<file path="config.mk">
export PLATFORM = sky130hd
export DESIGN_NAME = rce_queue
export DESIGN_NICKNAME = d
export VERILOG_FILES = /design/src/rtl/rce_pkg.sv /design/src/rtl/rce_queue.sv
export SDC_FILE = /design/constraint.sdc
export NUM_CORES = 1
export LEC_CHECK = 0
export BUFFER_PORTS_ARGS = -buffer_cell sky130_fd_sc_hd__clkbuf_2
export CORE_MARGIN = 3
export CORE_UTILIZATION = 51
export DETAILED_ROUTE_END_ITERATION = 8
export PLACE_DENSITY = 0.71
export SKIP_CTS_REPAIR_TIMING = 1
export SYNTH_ARGS = -nofsm -noshare
export SYNTH_HDL_FRONTEND = slang
export SYNTH_SLANG_ARGS = --single-unit
</file>
<file path="constraint.sdc">
create_clock -name clk -period 2.89 [get_ports clk]
set_clock_uncertainty 0.2 [all_clocks]
set_input_delay 0.578 -clock clk [delete_from_list [all_inputs] [get_ports clk]]
set_output_delay 0.578 -clock clk [all_outputs]
set_load 0.03 [all_outputs]
</file>
<file path="src/rtl/rce_pkg.sv">
package rce_pkg;

    localparam int MAX_WIDTH    = 1024;
    localparam int MAX_HEIGHT   = 4096;
    localparam int CHAN_W       = 8;
    localparam int COL_W        = 10;
    localparam int ROW_W        = 12;
    localparam int WIDTH_REG_W  = 11;
    localparam int HEIGHT_REG_W = 13;
    localparam int CFG_DATA_W   = 13;
    localparam int CFG_IDX_W    = 2;
    localparam int DIAG_W       = 10;
    localparam int SUM_W        = 11;
    localparam int SAT_LIMIT    = 255;
    localparam int QUEUE_DEPTH  = 4;
    localparam int QUEUE_AW     = 2;
    localparam int NUM_KINDS    = 3;

    // Bit positions in the kinds vector of a job, in the order results leave.
    localparam int KIND_EDGE  = 0;
    localparam int KIND_UPPER = 1;
    localparam int KIND_SELF  = 2;

    typedef logic [CFG_IDX_W-1:0] cfg_idx_t;

    localparam cfg_idx_t CFG_IMAGE_WIDTH  = cfg_idx_t'(0);
    localparam cfg_idx_t CFG_IMAGE_HEIGHT = cfg_idx_t'(1);

    typedef struct packed {
        logic [CHAN_W-1:0] red;
        logic [CHAN_W-1:0] green;
        logic [CHAN_W-1:0] blue;
    } pixel_t;

    typedef struct packed {
        logic [CHAN_W-1:0] out_red;
        logic [CHAN_W-1:0] out_green;
        logic [CHAN_W-1:0] out_blue;
        logic [COL_W-1:0]  column;
        logic [ROW_W-1:0]  row;
        logic              is_edge;
        logic              last_of_run;
    } result_t;

    typedef struct packed {
        logic [CHAN_W-1:0]    magnitude;
        pixel_t               upper;
        pixel_t               cur;
        logic [COL_W-1:0]     col;
        logic [ROW_W-1:0]     row;
        logic [NUM_KINDS-1:0] kinds;
    } job_t;

    function automatic logic [CHAN_W-1:0] absdiff(input logic [CHAN_W-1:0] a,
                                                  input logic [CHAN_W-1:0] b);
        return (a > b) ? a - b : b - a;
    endfunction

    function automatic logic [DIAG_W-1:0] diag_sum(input pixel_t p, input pixel_t q);
        return DIAG_W'(absdiff(p.red, q.red)) + DIAG_W'(absdiff(p.green, q.green))
             + DIAG_W'(absdiff(p.blue, q.blue));
    endfunction

    // Returns the last valid column for a written width value.
    function automatic logic [COL_W-1:0] width_last(input logic [WIDTH_REG_W-1:0] v);
        logic [COL_W-1:0] res;
        if (v == '0)
            res = '0;
        else if (v > WIDTH_REG_W'(MAX_WIDTH))
            res = COL_W'(MAX_WIDTH - 1);
        else
            res = COL_W'(v - WIDTH_REG_W'(1));
        return res;
    endfunction

    // Returns the last valid row for a written height value.
    function automatic logic [ROW_W-1:0] height_last(input logic [HEIGHT_REG_W-1:0] v);
        logic [ROW_W-1:0] res;
        if (v == '0)
            res = '0;
        else if (v > HEIGHT_REG_W'(MAX_HEIGHT))
            res = ROW_W'(MAX_HEIGHT - 1);
        else
            res = ROW_W'(v - HEIGHT_REG_W'(1));
        return res;
    endfunction

endpackage

</file>
<file path="src/rtl/rce_queue.sv">
module rce_queue (
    input  logic          clk,
    input  logic          rst_n,
    input  logic          push,
    input  rce_pkg::job_t din,
    output logic          full,
    output logic          valid,
    output rce_pkg::job_t dout,
    input  logic          pop
);

    rce_pkg::job_t                store [rce_pkg::QUEUE_DEPTH];
    logic [rce_pkg::QUEUE_AW-1:0] wptr_reg;
    logic [rce_pkg::QUEUE_AW-1:0] rptr_reg;
    logic [rce_pkg::QUEUE_AW:0]   count_reg;

    assign full  = (count_reg == (rce_pkg::QUEUE_AW + 1)'(rce_pkg::QUEUE_DEPTH));
    assign valid = (count_reg != '0);
    assign dout  = store[rptr_reg];

    always_ff @(posedge clk or negedge rst_n)
    begin
        if (!rst_n)
        begin
            wptr_reg  <= '0;
            rptr_reg  <= '0;
            count_reg <= '0;
        end
        else
        begin
            if (push)
                wptr_reg <= wptr_reg + rce_pkg::QUEUE_AW'(1);
            if (pop)
                rptr_reg <= rptr_reg + rce_pkg::QUEUE_AW'(1);
            if (push && !pop)
                count_reg <= count_reg + (rce_pkg::QUEUE_AW + 1)'(1);
            else if (pop && !push)
                count_reg <= count_reg - (rce_pkg::QUEUE_AW + 1)'(1);
        end
    end

    always_ff @(posedge clk)
    begin
        if (push)
            store[wptr_reg] <= din;
    end

`ifndef SYNTHESIS
    a_count_bound: assert property (@(posedge clk) disable iff (!rst_n)
        count_reg <= (rce_pkg::QUEUE_AW + 1)'(rce_pkg::QUEUE_DEPTH))
        else $error("queue count beyond depth");

    a_no_pop_empty: assert property (@(posedge clk) disable iff (!rst_n)
        pop |-> valid)
        else $error("queue popped while empty");

    a_no_push_full: assert property (@(posedge clk) disable iff (!rst_n)
        push |-> !full)
        else $error("queue pushed while full");
`endif

endmodule

</file>
==> run_results.csv <==
group,metric,value,unit
yosys,ys_async_sr_fraction,2.115,%
sta,hold_viol,0,
place,placement.setup.worst_slack,0.4105,ns
critical_path,cp_data_required_time,2.11,ns
grt,vias_in_the_first_global_route,6051,
floorplanning,fp-row-count,55,
pwr,ir_worst_vdd,0.0006773,V
place,detailed_place.area,0.01342,mm2
yosys,synth_largest_area_cell,"edfxtp_1",
floorplanning,die-area,0.02559,mm2
grt,met1_usage,22.87,%
pwr,static-leakage-power,5.039,nW
grt,grt.total_usage,17.42,%
clock_tree,cts_max_level,2,
floorplanning,io-pin-count,168,
critical_path,endpoint_kind,"primary output",
run_status,outcome,"finished clean",
clock_tree,cts.root.buffer_cell,"clkbuf_16",
layout,post-route-cell-area,0.01451,mm2
yosys,cell_area_after_technology_mapping,0.01209,mm2
grt,grt.met3_usage,4.384,%
grt,antenna_found_initial,0,
layout,largest_register_ff_count,324,
floorplanning,die_outline_width,160.0,um
yosys,avgSynthCellArea,26.45,um2
sta,fmaxAchievable,355.7,MHz
pwr,seq_power_share,40.7,%
sta,final_min_period_over_clock_period,97.29,%
route,residual_drc,0,
critical_path,startpoint_to_endpoint_class_of_the_critical_path,"reg -> out",
floorplanning,start_util,52.59,%
flow_run,drv_cap,0,
layout,diodes,0,
pwr,p_int,10.67,mW
route,number_of_vias_per_cell,5.435,
clock_tree,tritoncts,"built",
yosys,synth_top_flop_cell,"edfxtp_1",
grt,gr-usage-met2,29.32,%
layout,area_growth,20.00,%
critical_path,worst_ep_arrival_time,2.03,ns
route,routed-via-count,5430,
layout,fillCellCount,1603,
layout,final_layout_size_suffix_gt1_share,47.52,%
sta,timing.slew.headroom,63.33,%
pwr,post-layout-total-power,16.00,mW
grt,busiest_layer,"met2",
critical_path,r2r_setup_slack,0.97,ns
yosys,netlist-cell-type-count,18,
sta,report.final.slew_viol_count,0,
sta,tightestPinTransition,0.5501,ns
yosys,synth_enable_flop_cells,324,
clock_tree,worstSkewPairLatency,0.48,ns
floorplanning,die-height,160.0,um
clock_tree,clk_path_buf_depth,3,
route,route.detailed.wl_per_inst,21.76,um
route,drt-initial-drc-count,367,
grt,grt_overflow_total,0,
pwr,power-per-cell-area,1103,mW/mm2
place,placement.io_buffers,167,
yosys,synth_nets,548,
pwr,p_switching,5.329,mW
yosys,synth_top_cells_by_area,"edfxtp_1, mux4_2, dfrtp_1",
yosys,post_synth_inst_count,457,
clock_tree,clk_pin_slew_worst_paths,0.06,ns
floorplanning,placeableCoreArea,0.02298,mm2
place,place_hpwl,13.30,mm
route,route.antenna.remaining_nets,0,
pwr,clock_power_share,24.5,%
sta,report.final.setup_viol,0,
clock_tree,numCtsBuffers,35,
place,gp_routability_congestion,0.6990,
sta,clock_period_minus_worst_slack,2.812,ns
critical_path,cp_max_fo,5,
route,detail_route.wirelength,21.74,mm
pwr,share_comb_of_total_power,34.7,%
yosys,ys_seq_area_share,81.94,%
critical_path,critPathLaunchType,"flip-flop",
grt,grt_start_max_net_pins,52,
yosys,synth_seq_cells,331,
yosys,netlist.area_leader.share,80.49,%
pwr,swShare,33.31,%
yosys,synth.most_common_cell,"edfxtp_1",
yosys,synth.cells.most_frequent,"edfxtp_1, mux4_2, buf_2",
worst_hold_path,worst_hold_path_type,"in -> reg",
clock_tree,clock_sink_count,331,
route,first_pass_iters,4,
layout,fin_util,63.11,%
yosys,ys_warn_count,0,
grt,grt_pass1_wl,34.46,mm
sta,final_critical_path_setup_slack,0.07835,ns
layout,num-nets-final,759,
final cells by class:
type | instances | area [um2] | share of cell area, %
flip-flops and latches | 331 | 9912 | 68.33
clock buffers | 38 | 887.1 | 6.116
inverters | 4 | 15.01 | 0.1035
clock inverters | 17 | 112.6 | 0.7763
multi-input cells | 104 | 2036 | 14.03
well taps | 313 | 391.6 | 2.700
repair buffers | 192 | 1151 | 7.936
metal layers:
| layer | up-vias | wire length, um |
|---|---|---|
| met5 | - | 0 |
| met4 | 0 | 499 |
| met3 | 40 | 1430 |
| met2 | 178 | 11230 |
| met1 | 2830 | 8584 |
| li1 | 2382 | - |
worst max-delay path: stages, from the launching register on:
cell and delay [ns]:
dfrtp_4 0.45, clkbuf_4 0.21, buf_4 0.18, mux4_2 0.52
clkbuf_2 0.20
placed cells by master (no fill, tap or decap), drive strengths merged, types with 2 or more instances in the layout:
master / Yosys / final
edfxtp: 324 / 324
clkbuf: 0 / 206
mux4: 81 / 81
buf: 18 / 23
clkinv: 0 / 13
dfrtp: 7 / 7
ha: 5 / 5
inv: 4 / 5
and2: 4 / 4
xor2: 4 / 4
xnor2: 2 / 2
nand2: 2 / 2
clkinvlp: 0 / 2
per-stage QoR:
stage                     hold WS [ns]  TNS [ns]  cells
final                           0.1019         0    999
after global routing           0.08676  -0.01148    999
after CTS                      -0.2990    -5.320    991
after detailed placement        0.2226         0    936
after global placement          0.2218         0    936
after floorplan                0.08241         0    457
final timing paths:
| path | endpoint | from | cells after the start |
|---|---|---|---|
| setup reg to reg | store[0][61] | wptr_reg[0] | 4 |
| max in group asynchronous | rptr_reg[1] | rst_n | 2 |
| min in group asynchronous | rptr_reg[0] | rst_n | 2 |
| hold reg to reg | count_reg[2] | count_reg[2] | 1 |
| hold / removal | store[3][18] | din[18] | 1 |
| setup / recovery | dout[1] | rptr_reg[0] | 4 |
logic make-up (layout without fill, tap and decap cells):
group | after synthesis | in the layout | synth area share [%]
DFF | 331 | 331 | 81.94
xor gates and xnor gates | 6 | 6 | 0.4347
and+or+nand+nor | 9 | 9 | 0.4141
buffers and inverters | 22 | 251 | 1.304
adders and majority gates | 6 | 6 | 0.6832
muxes | 82 | 82 | 15.18
AOI/OAI and AO/OA | 1 | 1 | 0.04136
power groups by stage:
stage / combinational, mW / sequential (mW) / clock (mW)
floorplan: 4.01 / 6.53 / 0
finish: 5.56 / 6.52 / 3.93
global route: 5.91 / 6.59 / 4.23
detailed placement: 5.47 / 6.68 / 0
global placement: 5.43 / 6.61 / 0
CTS: 5.49 / 6.59 / 4.03
(Power assumes the default switching activity.)
