## src/rtl/rce_pkg.sv

```systemverilog
package rce_pkg;

    localparam int MAX_WIDTH    = 1024;
    localparam int MAX_HEIGHT   = 4096;
    localparam int CHAN_W       = 8;
    localparam int COL_W        = 10;
    localparam int ROW_W        = 12;
    localparam int WIDTH_REG_W  = 11;
    localparam int HEIGHT_REG_W = 13;
    localparam int CFG_DATA_W   = 13;
    localparam int CFG_IDX_W    = 2;
    localparam int DIAG_W       = 10;
    localparam int SUM_W        = 11;
    localparam int SAT_LIMIT    = 255;
    localparam int QUEUE_DEPTH  = 4;
    localparam int QUEUE_AW     = 2;
    localparam int NUM_KINDS    = 3;

    // Bit positions in the kinds vector of a job, in the order results leave.
    localparam int KIND_EDGE  = 0;
    localparam int KIND_UPPER = 1;
    localparam int KIND_SELF  = 2;

    typedef logic [CFG_IDX_W-1:0] cfg_idx_t;

    localparam cfg_idx_t CFG_IMAGE_WIDTH  = cfg_idx_t'(0);
    localparam cfg_idx_t CFG_IMAGE_HEIGHT = cfg_idx_t'(1);

    typedef struct packed {
        logic [CHAN_W-1:0] red;
        logic [CHAN_W-1:0] green;
        logic [CHAN_W-1:0] blue;
    } pixel_t;

    typedef struct packed {
        logic [CHAN_W-1:0] out_red;
        logic [CHAN_W-1:0] out_green;
        logic [CHAN_W-1:0] out_blue;
        logic [COL_W-1:0]  column;
        logic [ROW_W-1:0]  row;
        logic              is_edge;
        logic              last_of_run;
    } result_t;

    typedef struct packed {
        logic [CHAN_W-1:0]    magnitude;
        pixel_t               upper;
        pixel_t               cur;
        logic [COL_W-1:0]     col;
        logic [ROW_W-1:0]     row;
        logic [NUM_KINDS-1:0] kinds;
    } job_t;

    function automatic logic [CHAN_W-1:0] absdiff(input logic [CHAN_W-1:0] a,
                                                  input logic [CHAN_W-1:0] b);
        return (a > b) ? a - b : b - a;
    endfunction

    function automatic logic [DIAG_W-1:0] diag_sum(input pixel_t p, input pixel_t q);
        return DIAG_W'(absdiff(p.red, q.red)) + DIAG_W'(absdiff(p.green, q.green))
             + DIAG_W'(absdiff(p.blue, q.blue));
    endfunction

    // Returns the last valid column for a written width value.
    function automatic logic [COL_W-1:0] width_last(input logic [WIDTH_REG_W-1:0] v);
        logic [COL_W-1:0] res;
        if (v == '0)
            res = '0;
        else if (v > WIDTH_REG_W'(MAX_WIDTH))
            res = COL_W'(MAX_WIDTH - 1);
        else
            res = COL_W'(v - WIDTH_REG_W'(1));
        return res;
    endfunction

    // Returns the last valid row for a written height value.
    function automatic logic [ROW_W-1:0] height_last(input logic [HEIGHT_REG_W-1:0] v);
        logic [ROW_W-1:0] res;
        if (v == '0)
            res = '0;
        else if (v > HEIGHT_REG_W'(MAX_HEIGHT))
            res = ROW_W'(MAX_HEIGHT - 1);
        else
            res = ROW_W'(v - HEIGHT_REG_W'(1));
        return res;
    endfunction

endpackage

```

## src/rtl/rce_back.sv

```systemverilog
module rce_back (
    input  logic             clk,
    input  logic             rst_n,
    input  logic             job_valid,
    input  rce_pkg::job_t    job,
    output logic             job_pop,
    output logic             empty,
    input  logic             pop,
    output rce_pkg::result_t result
);

    logic                          out_valid_reg;
    rce_pkg::result_t              out_reg;
    rce_pkg::result_t              out_next;
    logic [rce_pkg::NUM_KINDS-1:0] done_reg;
    logic [rce_pkg::NUM_KINDS-1:0] remaining;
    logic [rce_pkg::NUM_KINDS-1:0] pick;
    logic                          load;
    logic                          last;

    assign empty  = !out_valid_reg;
    assign result = out_reg;
    assign load   = !out_valid_reg || pop;

    always_comb
    begin
        remaining = job.kinds & ~done_reg;
        pick      = '0;
        out_next  = '0;
        priority if (remaining[rce_pkg::KIND_EDGE])
        begin
            pick[rce_pkg::KIND_EDGE] = 1'b1;
            out_next.out_red   = job.magnitude;
            out_next.out_green = job.magnitude;
            out_next.out_blue  = job.magnitude;
            out_next.column    = job.col - rce_pkg::COL_W'(1);
            out_next.row       = job.row - rce_pkg::ROW_W'(1);
            out_next.is_edge   = 1'b1;
        end
        else if (remaining[rce_pkg::KIND_UPPER])
        begin
            pick[rce_pkg::KIND_UPPER] = 1'b1;
            out_next.out_red   = job.upper.red;
            out_next.out_green = job.upper.green;
            out_next.out_blue  = job.upper.blue;
            out_next.column    = job.col;
            out_next.row       = job.row - rce_pkg::ROW_W'(1);
            out_next.is_edge   = 1'b0;
        end
        else
        begin
            pick[rce_pkg::KIND_SELF] = 1'b1;
            out_next.out_red   = job.cur.red;
            out_next.out_green = job.cur.green;
            out_next.out_blue  = job.cur.blue;
            out_next.column    = job.col;
            out_next.row       = job.row;
            out_next.is_edge   = 1'b0;
        end
        last                 = ((remaining & ~pick) == '0);
        out_next.last_of_run = last;
    end

    assign job_pop = job_valid && load && last;

    always_ff @(posedge clk or negedge rst_n)
    begin
        if (!rst_n)
        begin
            out_valid_reg <= 1'b0;
            done_reg      <= '0;
        end
        else if (load)
        begin
            out_valid_reg <= job_valid;
            if (job_valid)
                done_reg <= last ? '0 : (done_reg | pick);
        end
    end

    always_ff @(posedge clk)
    begin
        if (load && job_valid)
            out_reg <= out_next;
    end

`ifndef SYNTHESIS
    a_pop_after_last: assert property (@(posedge clk) disable iff (!rst_n)
        job_pop |-> out_next.last_of_run && load)
        else $error("job left the queue before its final result");

    a_done_subset: assert property (@(posedge clk) disable iff (!rst_n)
        (job_valid && (done_reg != '0)) |-> ((done_reg & ~job.kinds) == '0))
        else $error("emitted mask does not match the head job");

    a_pick_onehot: assert property (@(posedge clk) disable iff (!rst_n)
        $onehot(pick))
        else $error("result selection is not one-hot");
`endif

endmodule

```

## config.mk

```make
export PLATFORM = sky130hd
export DESIGN_NAME = rce_back
export DESIGN_NICKNAME = d
export VERILOG_FILES = /design/src/rtl/rce_pkg.sv /design/src/rtl/rce_back.sv
export SDC_FILE = /design/constraint.sdc
export NUM_CORES = 1
export LEC_CHECK = 0
export ABC_AREA = 1
export BUFFER_PORTS_ARGS = -buffer_cell sky130_fd_sc_hd__buf_2
export CAP_MARGIN = 30
export CORE_ASPECT_RATIO = 0.6
export CORE_MARGIN = 3
export CORE_UTILIZATION = 40
export DETAILED_ROUTE_END_ITERATION = 10
export GPL_ROUTABILITY_DRIVEN = 0
export PLACE_DENSITY_LB_ADDON = 0.3
export SYNTH_ARGS = -nofsm -noshare
export SYNTH_HDL_FRONTEND = slang
export SYNTH_SLANG_ARGS = --single-unit
```

## constraint.sdc

```tcl
create_clock -name clk -period 4 [get_ports clk]
set_input_delay 0.2 -clock clk [delete_from_list [all_inputs] [get_ports clk]]
set_output_delay 0.2 -clock clk [all_outputs]
set_load 0.005 [all_outputs]
```

==> summary.md, run 1 <==
| Metric | Value |
|---|---|
| # IOs | 135 |
| Syn-to-layout area delta | 32.0% |
| Number of fill cells | 592 |
| Crit. End Element | output pin |
| Final count of hold timing violations | 0 |
| HP Start | pop |
| Post-route ant nets | 0 |
| H-Tree Level Count | 2 |
| Final layout net count | 503 |
| Crit share post-route | 49.6% |
| Worst reg2reg setup slack | 2.29 ns |
| First-pass GRT wire length | 9370 um |
| Inserted Clock Buffers | 5 |
| Worst r2r src | out_valid_reg |
| Final setup vio count | 0 |
| Max-Cap Viols | 0 |
| PnR worst setup slack | 2.02 ns |
| Average cell area after synthesis | 9.37 sq um |
| RSZ-0062 raised after global routing | false |
| Routed WL | 6690 um |
| Maximum vdd ir drop | 155 uV |
| Clock Skews | 0.00692 ns |
| Final antenna diode count | 0 |
| Total congestion overflow | 0 |
| Worst EP arrival | 1.78 ns |
| Worst skew pair latency | 0.29 ns |
| Yosys top cell area share | 55.3% |
| YS warnings | 0 |
| WL per Instance | 13.3 um |
| Reg2reg path depth | 4 |
| LEAKAGE | 1.67 nW |
| Synth Register Bits | 52 |
| Core box area | 6220 sq um |
| Iteration count of the initial detailed-routing pass | 4 |
| Post-synth ARST share | 7.69% |
| RR Endpoint | result[1] |
| Number of cell rows | 22 |
| Footprint of the multi-input gates | 908 sq um |
| Min Tclk post-route | 1.98 ns |
| Clk sinks | 52 |
| GRT Overall Usage | 16.5% |
| TritonCTS clock tree | yes |
| PD cells | 368 nW/um^2 |
| Hold endpoint | out_valid_reg |
| Critical path type | reg2out |
| Area after DPL | 3350 sq um |
| Starting Density | 41.9% |
| Routed vias/inst | 4.72 |
| DRC errors left | 0 |
| Post-CTS Setup Repair Bufs | 0 |
| Worst-path maximum fanout | 24 |
| Area of the die | 7550 sq um |
| Initial DRC count | 158 |
| Worst Hold Path Cells | 4 |
| Largest net degree at the start of global routing | 28 |
| Clk buf depth | 2 |
| Commonest cells in the netlist | nand2_1, edfxtp_1, nand3_1 |
| Vias post-DR | 2365 |
| I/O Buffers | 134 |
| Via count of the first global-routing pass | 2023 |
| Worst Path Required | 3.80 ns |
| Fmax | 0.504 GHz |
| Top FF cell, synth | edfxtp_1 |
| Initial antenna violation count | 0 |
| Hold Crit Class | in2reg |
| Status | finished, final reports clean |
| DP Worst Slack | 2.27 ns |
| Number of synthesized flops with an enable pin | 48 |
| Fin Hold WS | 0.160 ns |
| Die Ht | 68.5 um |
| Max_slew headroom | 60.7% |
| Startpoint Class | flip-flop |
| Sequential share of the synthesized area | 59.2% |
| Area contributors post-synth | edfxtp_1, nand2_1, nand3_1 |
| FF/Latch Area | 1540 sq um |
| Slew of the pin with the lowest slew margin | 0.587 ns |
| Die width | 110 um |
| Root Driver | clkbuf_8 |
| Fraction of layout cells with a size suffix above 1 | 37.4% |
| Slew Limit Fails | 0 |
| Syn Inst Count | 278 |
| Yosys cell types | 27 |
| Setup tns final | 0 ns |
| Clock transition at path regs | 0.09 ns |
| Max FFs per register | 48 |
| Most common cell in the netlist | nand2_1 |
| Post-route cell area | 3440 sq um |
| Synth Cell Area | 2600 sq um |
| Biggest area consumer among synthesized cells | edfxtp_1 |
| Syn_nets | 365 |
| Hpwl dp | 5140 um |
## timing repair
action / CTS / global route
hold endpoints to repair: 4 / 0
endpoints found under the setup margin: 0 / 0
gates resized for setup: 0 / 0
hold buffers: 1 / 0
## how the worst max path moves through the flow
stage	from	to	slack, ns	cells after the start
final	out_valid_reg	job_pop	2.02	6
after global routing	out_valid_reg	job_pop	1.83	6
after CTS	out_valid_reg	job_pop	1.98	6
after detailed placement	out_valid_reg	result[47]	2.27	4
after global placement	out_valid_reg	result[14]	2.32	4
after floorplan	out_valid_reg	job_pop	1.80	5
## layer usage
metal,global-route usage (%),vias to the layer above,routed length [um]
met1,22.7,1067,3150
met4,3.07,0,37
met3,4.19,6,593
li1,-,1189,-
met2,27.0,103,2900
met5,0,-,0
## through the flow
step | total power, mW | utilization [%] | std cells
after floorplan | 0.871 | - | 278
after global placement | 0.997 | 53.8 | 492
after detailed placement | 1.00 | 53.8 | 492
after CTS | 1.28 | 55.3 | 501
after global routing | 1.34 | 55.3 | 501
final | 1.26 | 55.3 | 501
## power breakdown
group | switching (mW) | leakage, nW | total, mW | internal [mW]
sequential | 0.0168 | 0.513 | 0.690 | 0.673
combinational | 0.183 | 1.12 | 0.299 | 0.115
clock | 0.153 | 0.0399 | 0.276 | 0.122
## logic make-up (layout without fill, tap and decap cells)
kind of cell             count (synthesis)  after routing  synth area share [%]
adder cells (fa/ha/maj)                  2              2                 0.960
buffers and inverters                   35            174                  5.96
AO/OA/AOI/OAI                            8              8                  1.59
AND/OR/NAND/NOR                        173            173                  29.6
XOR/XNOR                                 8              8                  2.69
flip-flops                              52             52                  59.2
## cells in the final DEF, fill, tap and decap left out
| cell type | n |
|---|---|
| nand3b_1 | 1 |
| edfxtp_1 | 48 |
| dfrtp_1 | 4 |
| nand2_4 | 1 |
| o21ai_0 | 6 |
| inv_4 | 1 |
| or2_2 | 1 |
| buf_2 | 134 |
| inv_2 | 1 |
| inv_1 | 27 |
| nor2_1 | 18 |
| nor2_4 | 3 |
| a21oi_1 | 1 |
| nor3_1 | 1 |
| buf_4 | 1 |
| nand3_1 | 33 |
| xor2_1 | 6 |
| clkbuf_1 | 2 |
| nor2_2 | 4 |
| clkinv_1 | 2 |
| nand4_1 | 6 |
| xnor2_1 | 2 |
| a31oi_1 | 1 |
| clkbuf_8 | 5 |
| nand2_1 | 99 |
| nand3_2 | 1 |
| and2_1 | 1 |
| ha_1 | 2 |
| nand2_2 | 4 |
| dlygate4sd3_1 | 1 |
## cell type report
type | instances | area share, %
Multi-Input combinational cell | 191 | 26.4
Inverter | 30 | 3.35
Timing Repair Buffer | 136 | 20.0
Clock buffer | 7 | 2.22
Tap cell | 84 | 3.06
Clock inverter | 1 | 0.109
Sequential cell | 52 | 44.8
## worst max-delay path, cell delays in order (launching register included)
cell and delay, ns:
dfrtp_1 0.39, nand2_1 0.08, nand2_1 0.09, inv_2 0.38
o21ai_0 0.23, nor2_2 0.18, buf_2 0.14
Note: power is estimated with default switching activity, not from simulation.
==> run 2, diff against run 1 <==
Clock period 4 ns to 2 ns, I/O delays scaled along.
==> run 2 against run 1 <==
  * Hold slack worse by 0.11 ns
  * Die area unchanged
  * Count of clock-buffer cells in the layout down 2
  * Utilization up 0.60 points
  * Sequential power up 100%
  * Register-to-register slack worse by 1.9 ns
  * Design area up 1.1%
  * Flip-flop and latch count unchanged
  * Via count down 0.72%
==> summary.md, run 2 (synthesized netlist as in run 1, its figures left out) <==
| Metric | Value |
|---|---|
| Status | finished, final reports clean |
| Initial antenna violation count | 0 (unchanged) |
| WL per Instance | 13.3 um (about the same) |
| Syn-to-layout area delta | 33.4% |
| Final antenna diode count | 0 (unchanged) |
| Iteration count of the initial detailed-routing pass | 4 (unchanged) |
| Die width | 110 um (unchanged) |
| Inserted Clock Buffers | 5 (unchanged) |
| Post-CTS Setup Repair Bufs | 0 (unchanged) |
| TritonCTS clock tree | yes |
| Crit. End Element | output pin |
| Critical-path top delay cell | dfrtp_1 |
| Hpwl dp | 5270 um (+2.5%) |
| Clock Power Share | 25.8% (+4.0 points) |
| DRC errors left | 0 (unchanged) |
| Clock Skews | 0.00527 ns (-0.00164 ns) |
| Total congestion overflow | 0 (unchanged) |
| Number of cell rows | 22 (unchanged) |
| Worst EP arrival | 1.64 ns (-0.14 ns) |
| Initial DRC count | 91 (-42%) |
| First-pass GRT wire length | 9660 um (+3.1%) |
| Crit share post-route | 87.1% |
| GRT Overall Usage | 16.8% (+0.36 points) |
| Max_slew headroom | 61.1% (+0.32 points) |
| Vias post-DR | 2348 (-0.72%) |
| Worst path depth | 7 (+1) |
| Switch share | 27.1% (-0.82 points) |
| Area of the die | 7550 sq um (unchanged) |
| PD cells | 768 nW/um^2 (+110%) |
| Clock transition at path regs | 0.09 ns (about the same) |
| Internal power | 1.94 mW (+110%) |
| Final layout net count | 504 (+0.20%) |
| Max FFs per register | 48 (unchanged) |
| Routed WL | 6700 um (+0.15%) |
| Worst Hold Path Cells | 4 (unchanged) |
| H-Tree Level Count | 2 (unchanged) |
| Clk sinks | 52 (unchanged) |
| Final Util | 55.9% (+0.60 points) |
| RSZ-0062 raised after global routing | false |
| Worst Path Required | 1.90 ns (-1.90 ns) |
| Final setup vio count | 0 (unchanged) |
| Worst skew pair latency | 0.29 ns (about the same) |
| Routed vias/inst | 4.68 (-0.92%) |
| Core box area | 6220 sq um (unchanged) |
| I/O Buffers | 134 (unchanged) |
| Root Driver | clkbuf_8 |
| Max-Cap Viols | 0 (unchanged) |
| Min Tclk post-route | 1.74 ns |
| Slew of the pin with the lowest slew margin | 0.583 ns (-0.00477 ns) |
| Via count of the first global-routing pass | 2039 (+0.79%) |
| Fin Hold WS | 0.0511 ns (-0.109 ns) |
| NetSw | 0.724 mW (+100%) |
| Startpoint Class | flip-flop |
| Delay-heaviest family, CP | buffers and inverters |
| Part of the power in combinational logic | 22.4% (-1.2 points) |
| Worst-path maximum fanout | 27 (+13%) |
| # IOs | 135 (unchanged) |
| Hold Crit Class | in2reg |
| Commonest non-fill, non-tap cell in the layout | buf_2 |
| Worst reg2reg setup slack | 0.41 ns (-1.88 ns) |
| CP most frequent cell | nor2_2 |
| Sequential share of power | 51.8% (-2.8 points) |
| Die Ht | 68.5 um (unchanged) |
| Starting Density | 41.9% (unchanged) |
| Clk buf depth | 2 (unchanged) |
| Slew Limit Fails | 0 (unchanged) |
| Fraction of layout cells with a size suffix above 1 | 37.8% (+0.39 points) |
| Final count of hold timing violations | 0 (unchanged) |
| Setup tns final | 0 ns (unchanged) |
| LEAKAGE | 1.69 nW (+0.79%) |
| Largest net degree at the start of global routing | 32 (+14%) |
| Post-route ant nets | 0 (unchanged) |
| Critical path type | reg2out |
| CP max stage delay | 0.36 ns (-0.03 ns) |
| Fmax | 0.574 GHz |
| Most frequent cells in the layout | buf_2, nand2_1, edfxtp_1 |
| Bufs and invs on worst path | 3 (+1) |
| Maximum vdd ir drop | 321 uV (+110%) |
| Reg2reg path depth | 6 (+2) |
| Crit path cell chain | clkinv_1 > nand2_2 > nand2_4 > inv_4 > nor2_2 > nor2_2 > buf_2 |
-- run 2: metrics by stage --
step | instance area (sq um) | std cells | setup slack, ns | total power [mW]
after floorplan | 2610 | 278 | 0.313 | 1.74
after global placement | 3360 | 493 | 0.489 | 1.99
after detailed placement | 3360 | 493 | 0.395 | 2.01
after CTS | 3480 | 502 | 0.229 | 2.70
after global routing | 3480 | 502 | 0.0968 | 2.82
final | 3480 | 502 | 0.257 | 2.67
-- run 2: worst reg2reg max path: cells and delay by family, from the launching register on --
kind | cells | cell delay, ns
and+or+nand+nor | 6 | 0.94
DFF | 1 | 0.42
-- run 2: metal layers --
layer | routed length, um | vias to the layer above | part of all wire [%] | track usage (%)
met3 | 626 | 8 | 9.4 | 5.21
met1 | 3090 | 1053 | 46 | 22.7
li1 | - | 1190 | - | -
met5 | 0 | - | 0 | 0
met2 | 2930 | 97 | 44 | 27.2
met4 | 46 | 0 | 0.69 | 3.53
-- run 2: worst paths after layout --
| path | end | startpoint |
|---|---|---|
| setup / recovery | job_pop | done_reg[1] |
| hold / removal | out_valid_reg | pop |
| setup reg to reg | result[21] | done_reg[0] |
| hold reg to reg | done_reg[2] | done_reg[2] |
| max in group asynchronous | out_valid_reg | rst_n |
| min in group asynchronous | done_reg[1] | rst_n |
-- run 2: power by group through the flow --
stage | Sequential (mW) | Combinational (mW) | Clock, mW
finish | 1.38 | 0.598 | 0.688
global route | 1.39 | 0.678 | 0.752
CTS | 1.38 | 0.608 | 0.705
detailed placement | 1.41 | 0.605 | 0
global placement | 1.40 | 0.591 | 0
floorplan | 1.42 | 0.324 | 0
-- run 2: what timing repair did --
item,in CTS,in global routing
resized for setup,0,0
hold buffers,1,0
endpoints found under the hold margin,4,0
-- run 2: cell type report --
| class | count | area, sq um |
|---|---|---|
| Fill cell | 570 | 2750 |
| Sequential cell | 52 | 1540 |
| Multi-Input combinational cell | 191 | 908 |
| Timing Repair Buffer | 137 | 696 |
| Inverter | 30 | 119 |
| Tap cell | 84 | 105 |
| Clock buffer | 5 | 68.8 |
| Clock inverter | 3 | 37.5 |
==> run 3, diff against run 2 <==
Settings changed: RECOVER_POWER set to 100.
==> run 3 against run 2 <==
  * Flip-flop and latch count unchanged
  * First-iteration DRC count up 9.9%
  * Die area unchanged
  * Hold slack better by 0.0017 ns
  * Count of clock-buffer cells in the layout unchanged
==> summary.md, run 3 (synthesized netlist as in run 1, its figures left out) <==
| Metric | Value |
|---|---|
| Final antenna diode count | 0 (unchanged) |
| PD cells | 778 nW/um^2 (+1.4%) |
| Vias post-DR | 2332 (-0.68%) |
| Max FFs per register | 48 (unchanged) |
| Final layout net count | 504 (unchanged) |
| Area of the die | 7550 sq um (unchanged) |
| Total congestion overflow | 0 (unchanged) |
| Most frequent cells in the layout | nand2_1, buf_2, edfxtp_1 |
| Setup tns final | 0 ns (unchanged) |
| Root Driver | clkbuf_8 |
| Die Ht | 68.5 um (unchanged) |
| H-Tree Level Count | 2 (unchanged) |
| Max_slew headroom | 32.2% (-29 points) |
| Total power | 2.64 mW (-0.98%) |
| Initial DRC count | 100 (+9.9%) |
| Core box area | 6220 sq um (unchanged) |
| Die width | 110 um (unchanged) |
| Min Tclk post-route | 1.75 ns (+0.0117 ns) |
| Crit. End Element | flip-flop |
| Fraction of layout cells with a size suffix above 1 | 27.5% (-10 points) |
| Maximum vdd ir drop | 321 uV (about the same) |
| Hold Crit Class | in2reg |
| Inserted Clock Buffers | 5 (unchanged) |
| Fmax | 0.570 GHz (-0.67%) |
| Commonest non-fill, non-tap cell in the layout | nand2_1 |
| Number of fill cells | 598 (+4.9%) |
| Iteration count of the initial detailed-routing pass | 4 (unchanged) |
| M2 GR Usage | 27.2% (unchanged) |
| Area after DPL | 3360 sq um (unchanged) |
| Post-route cell area | 3390 sq um (-2.3%) |
| Hpwl dp | 5270 um (unchanged) |
| Via count of the first global-routing pass | 2039 (unchanged) |
| Routed vias/inst | 4.65 (-0.68%) |
| Worst skew pair latency | 0.29 ns (about the same) |
| Post_cts resized | 0 (unchanged) |
| Worst EP arrival | 1.80 ns (+0.16 ns) |
| RSZ-0062 raised after global routing | false |
| Routed WL | 6700 um (+0.10%) |
| Crit share post-route | 87.7% (+0.59 points) |
| Clock Skews | 0.00457 ns (-0.000697 ns) |
| Starting Density | 41.9% (unchanged) |
| Syn-to-layout area delta | 30.3% |
| Max-Cap Viols | 0 (unchanged) |
| TritonCTS clock tree | yes |
| Slew of the pin with the lowest slew margin | 1.02 ns (+0.433 ns) |
| I/O Buffers | 134 (unchanged) |
| LEAKAGE | 1.58 nW (-6.5%) |
| Post-route ant nets | 0 (unchanged) |
| DRC errors left | 0 (unchanged) |
| Slew Limit Fails | 0 (unchanged) |
| Grt met3 use | 5.21% (unchanged) |
| # IOs | 135 (unchanged) |
| Status | finished, final reports clean |
| Met1 usage | 22.7% (unchanged) |
| Critical path type | reg2reg |
| WL per Instance | 13.4 um (+0.10%) |
| Final count of hold timing violations | 0 (unchanged) |
| GRT busiest layer | met2 |
| Worst-path maximum fanout | 14 (-48%) |
| Initial antenna violation count | 0 (unchanged) |
| Clock transition at path regs | 0.09 ns (about the same) |
| GRT Overall Usage | 16.8% (unchanged) |
| Clk buf depth | 2 (unchanged) |
| Clk sinks | 52 (unchanged) |
| Final setup vio count | 0 (unchanged) |
| Worst Path Required | 2.05 ns (+0.15 ns) |
| Number of cell rows | 22 (unchanged) |
| Startpoint Class | flip-flop |
| Largest net degree at the start of global routing | 32 (unchanged) |
| First-pass GRT wire length | 9660 um (unchanged) |
==> run 3: changes by cell type in the layout (fill, tap and decap cells not counted), moves of 2 or more <==
cell and change:
nor2_4 -2, buf_2 -37, nand2_1 +2, clkbuf_1 +37
nand2_2 -2, clkbuf_2 +2, nor2_1 +3, buf_4 -2
==> run 3: layer usage <==
layer | routed length (um) | up-vias
met5 | 0 | -
met4 | 38 | 0
met3 | 638 | 6
met2 | 2950 | 86
met1 | 3080 | 1051
li1 | - | 1189
==> run 3: metrics by stage <==
stage          instances  hold WS [ns]  worst slack [ns]  util, %
2_1_floorplan        278        -0.196             0.313        -
3_3_place_gp         493       -0.0905             0.489     54.0
3_5_place_dp         493       -0.0881             0.395     54.0
4_1_cts              502        0.0406             0.229     55.9
5_1_grt              502        0.0397            0.0653     54.6
6_report             502        0.0528             0.246     54.6
==> run 3: path summary, 6_finish.rpt <==
kind                             start       endpoint  cells after the start  slack (ns)
max                        done_reg[0]     result[21]                      6        0.25
min in group asynchronous        rst_n  out_valid_reg                      2        0.16
max in group asynchronous        rst_n    done_reg[1]                      2        1.66
min reg2reg                done_reg[2]    done_reg[2]                      1        0.52
min                                pop  out_valid_reg                      4        0.05
max reg2reg                done_reg[0]     result[21]                      6        0.25
==> run 3: worst max-delay path, stage by stage, from the launching register on <==
cell	delay (ns)
dfrtp_1	0.41
nor2_4	0.35
nand2_1	0.17
nor2_1	0.33
nand3_1	0.11
nand2_1	0.08
nand2_1	0.06
==> run 3: report_power, final <==
group          switching, mW  leakage [nW]  internal, mW  total, mW
logic                  0.358          1.01         0.210      0.568
registers             0.0383         0.513          1.35       1.39
clock network          0.323        0.0532         0.365      0.688
total                  0.720          1.58          1.92       2.64
==> run 3: repair_timing <==
action                                 in CTS  in global routing
buffers inserted                            0                  0
endpoints found under the hold margin       4                  0
hold buffers                                1                  0
==> run 3: cell type report <==
class / instances / area, sq um / share of cell area [%]
Clock inverter: 3 / 37.5 / 1.11
Multi-Input combinational cell: 191 / 881 / 25.9
Inverter: 30 / 116 / 3.43
Tap cell: 84 / 105 / 3.10
Sequential cell: 52 / 1540 / 45.4
Timing Repair Buffer: 137 / 644 / 19.0
Clock buffer: 5 / 68.8 / 2.03
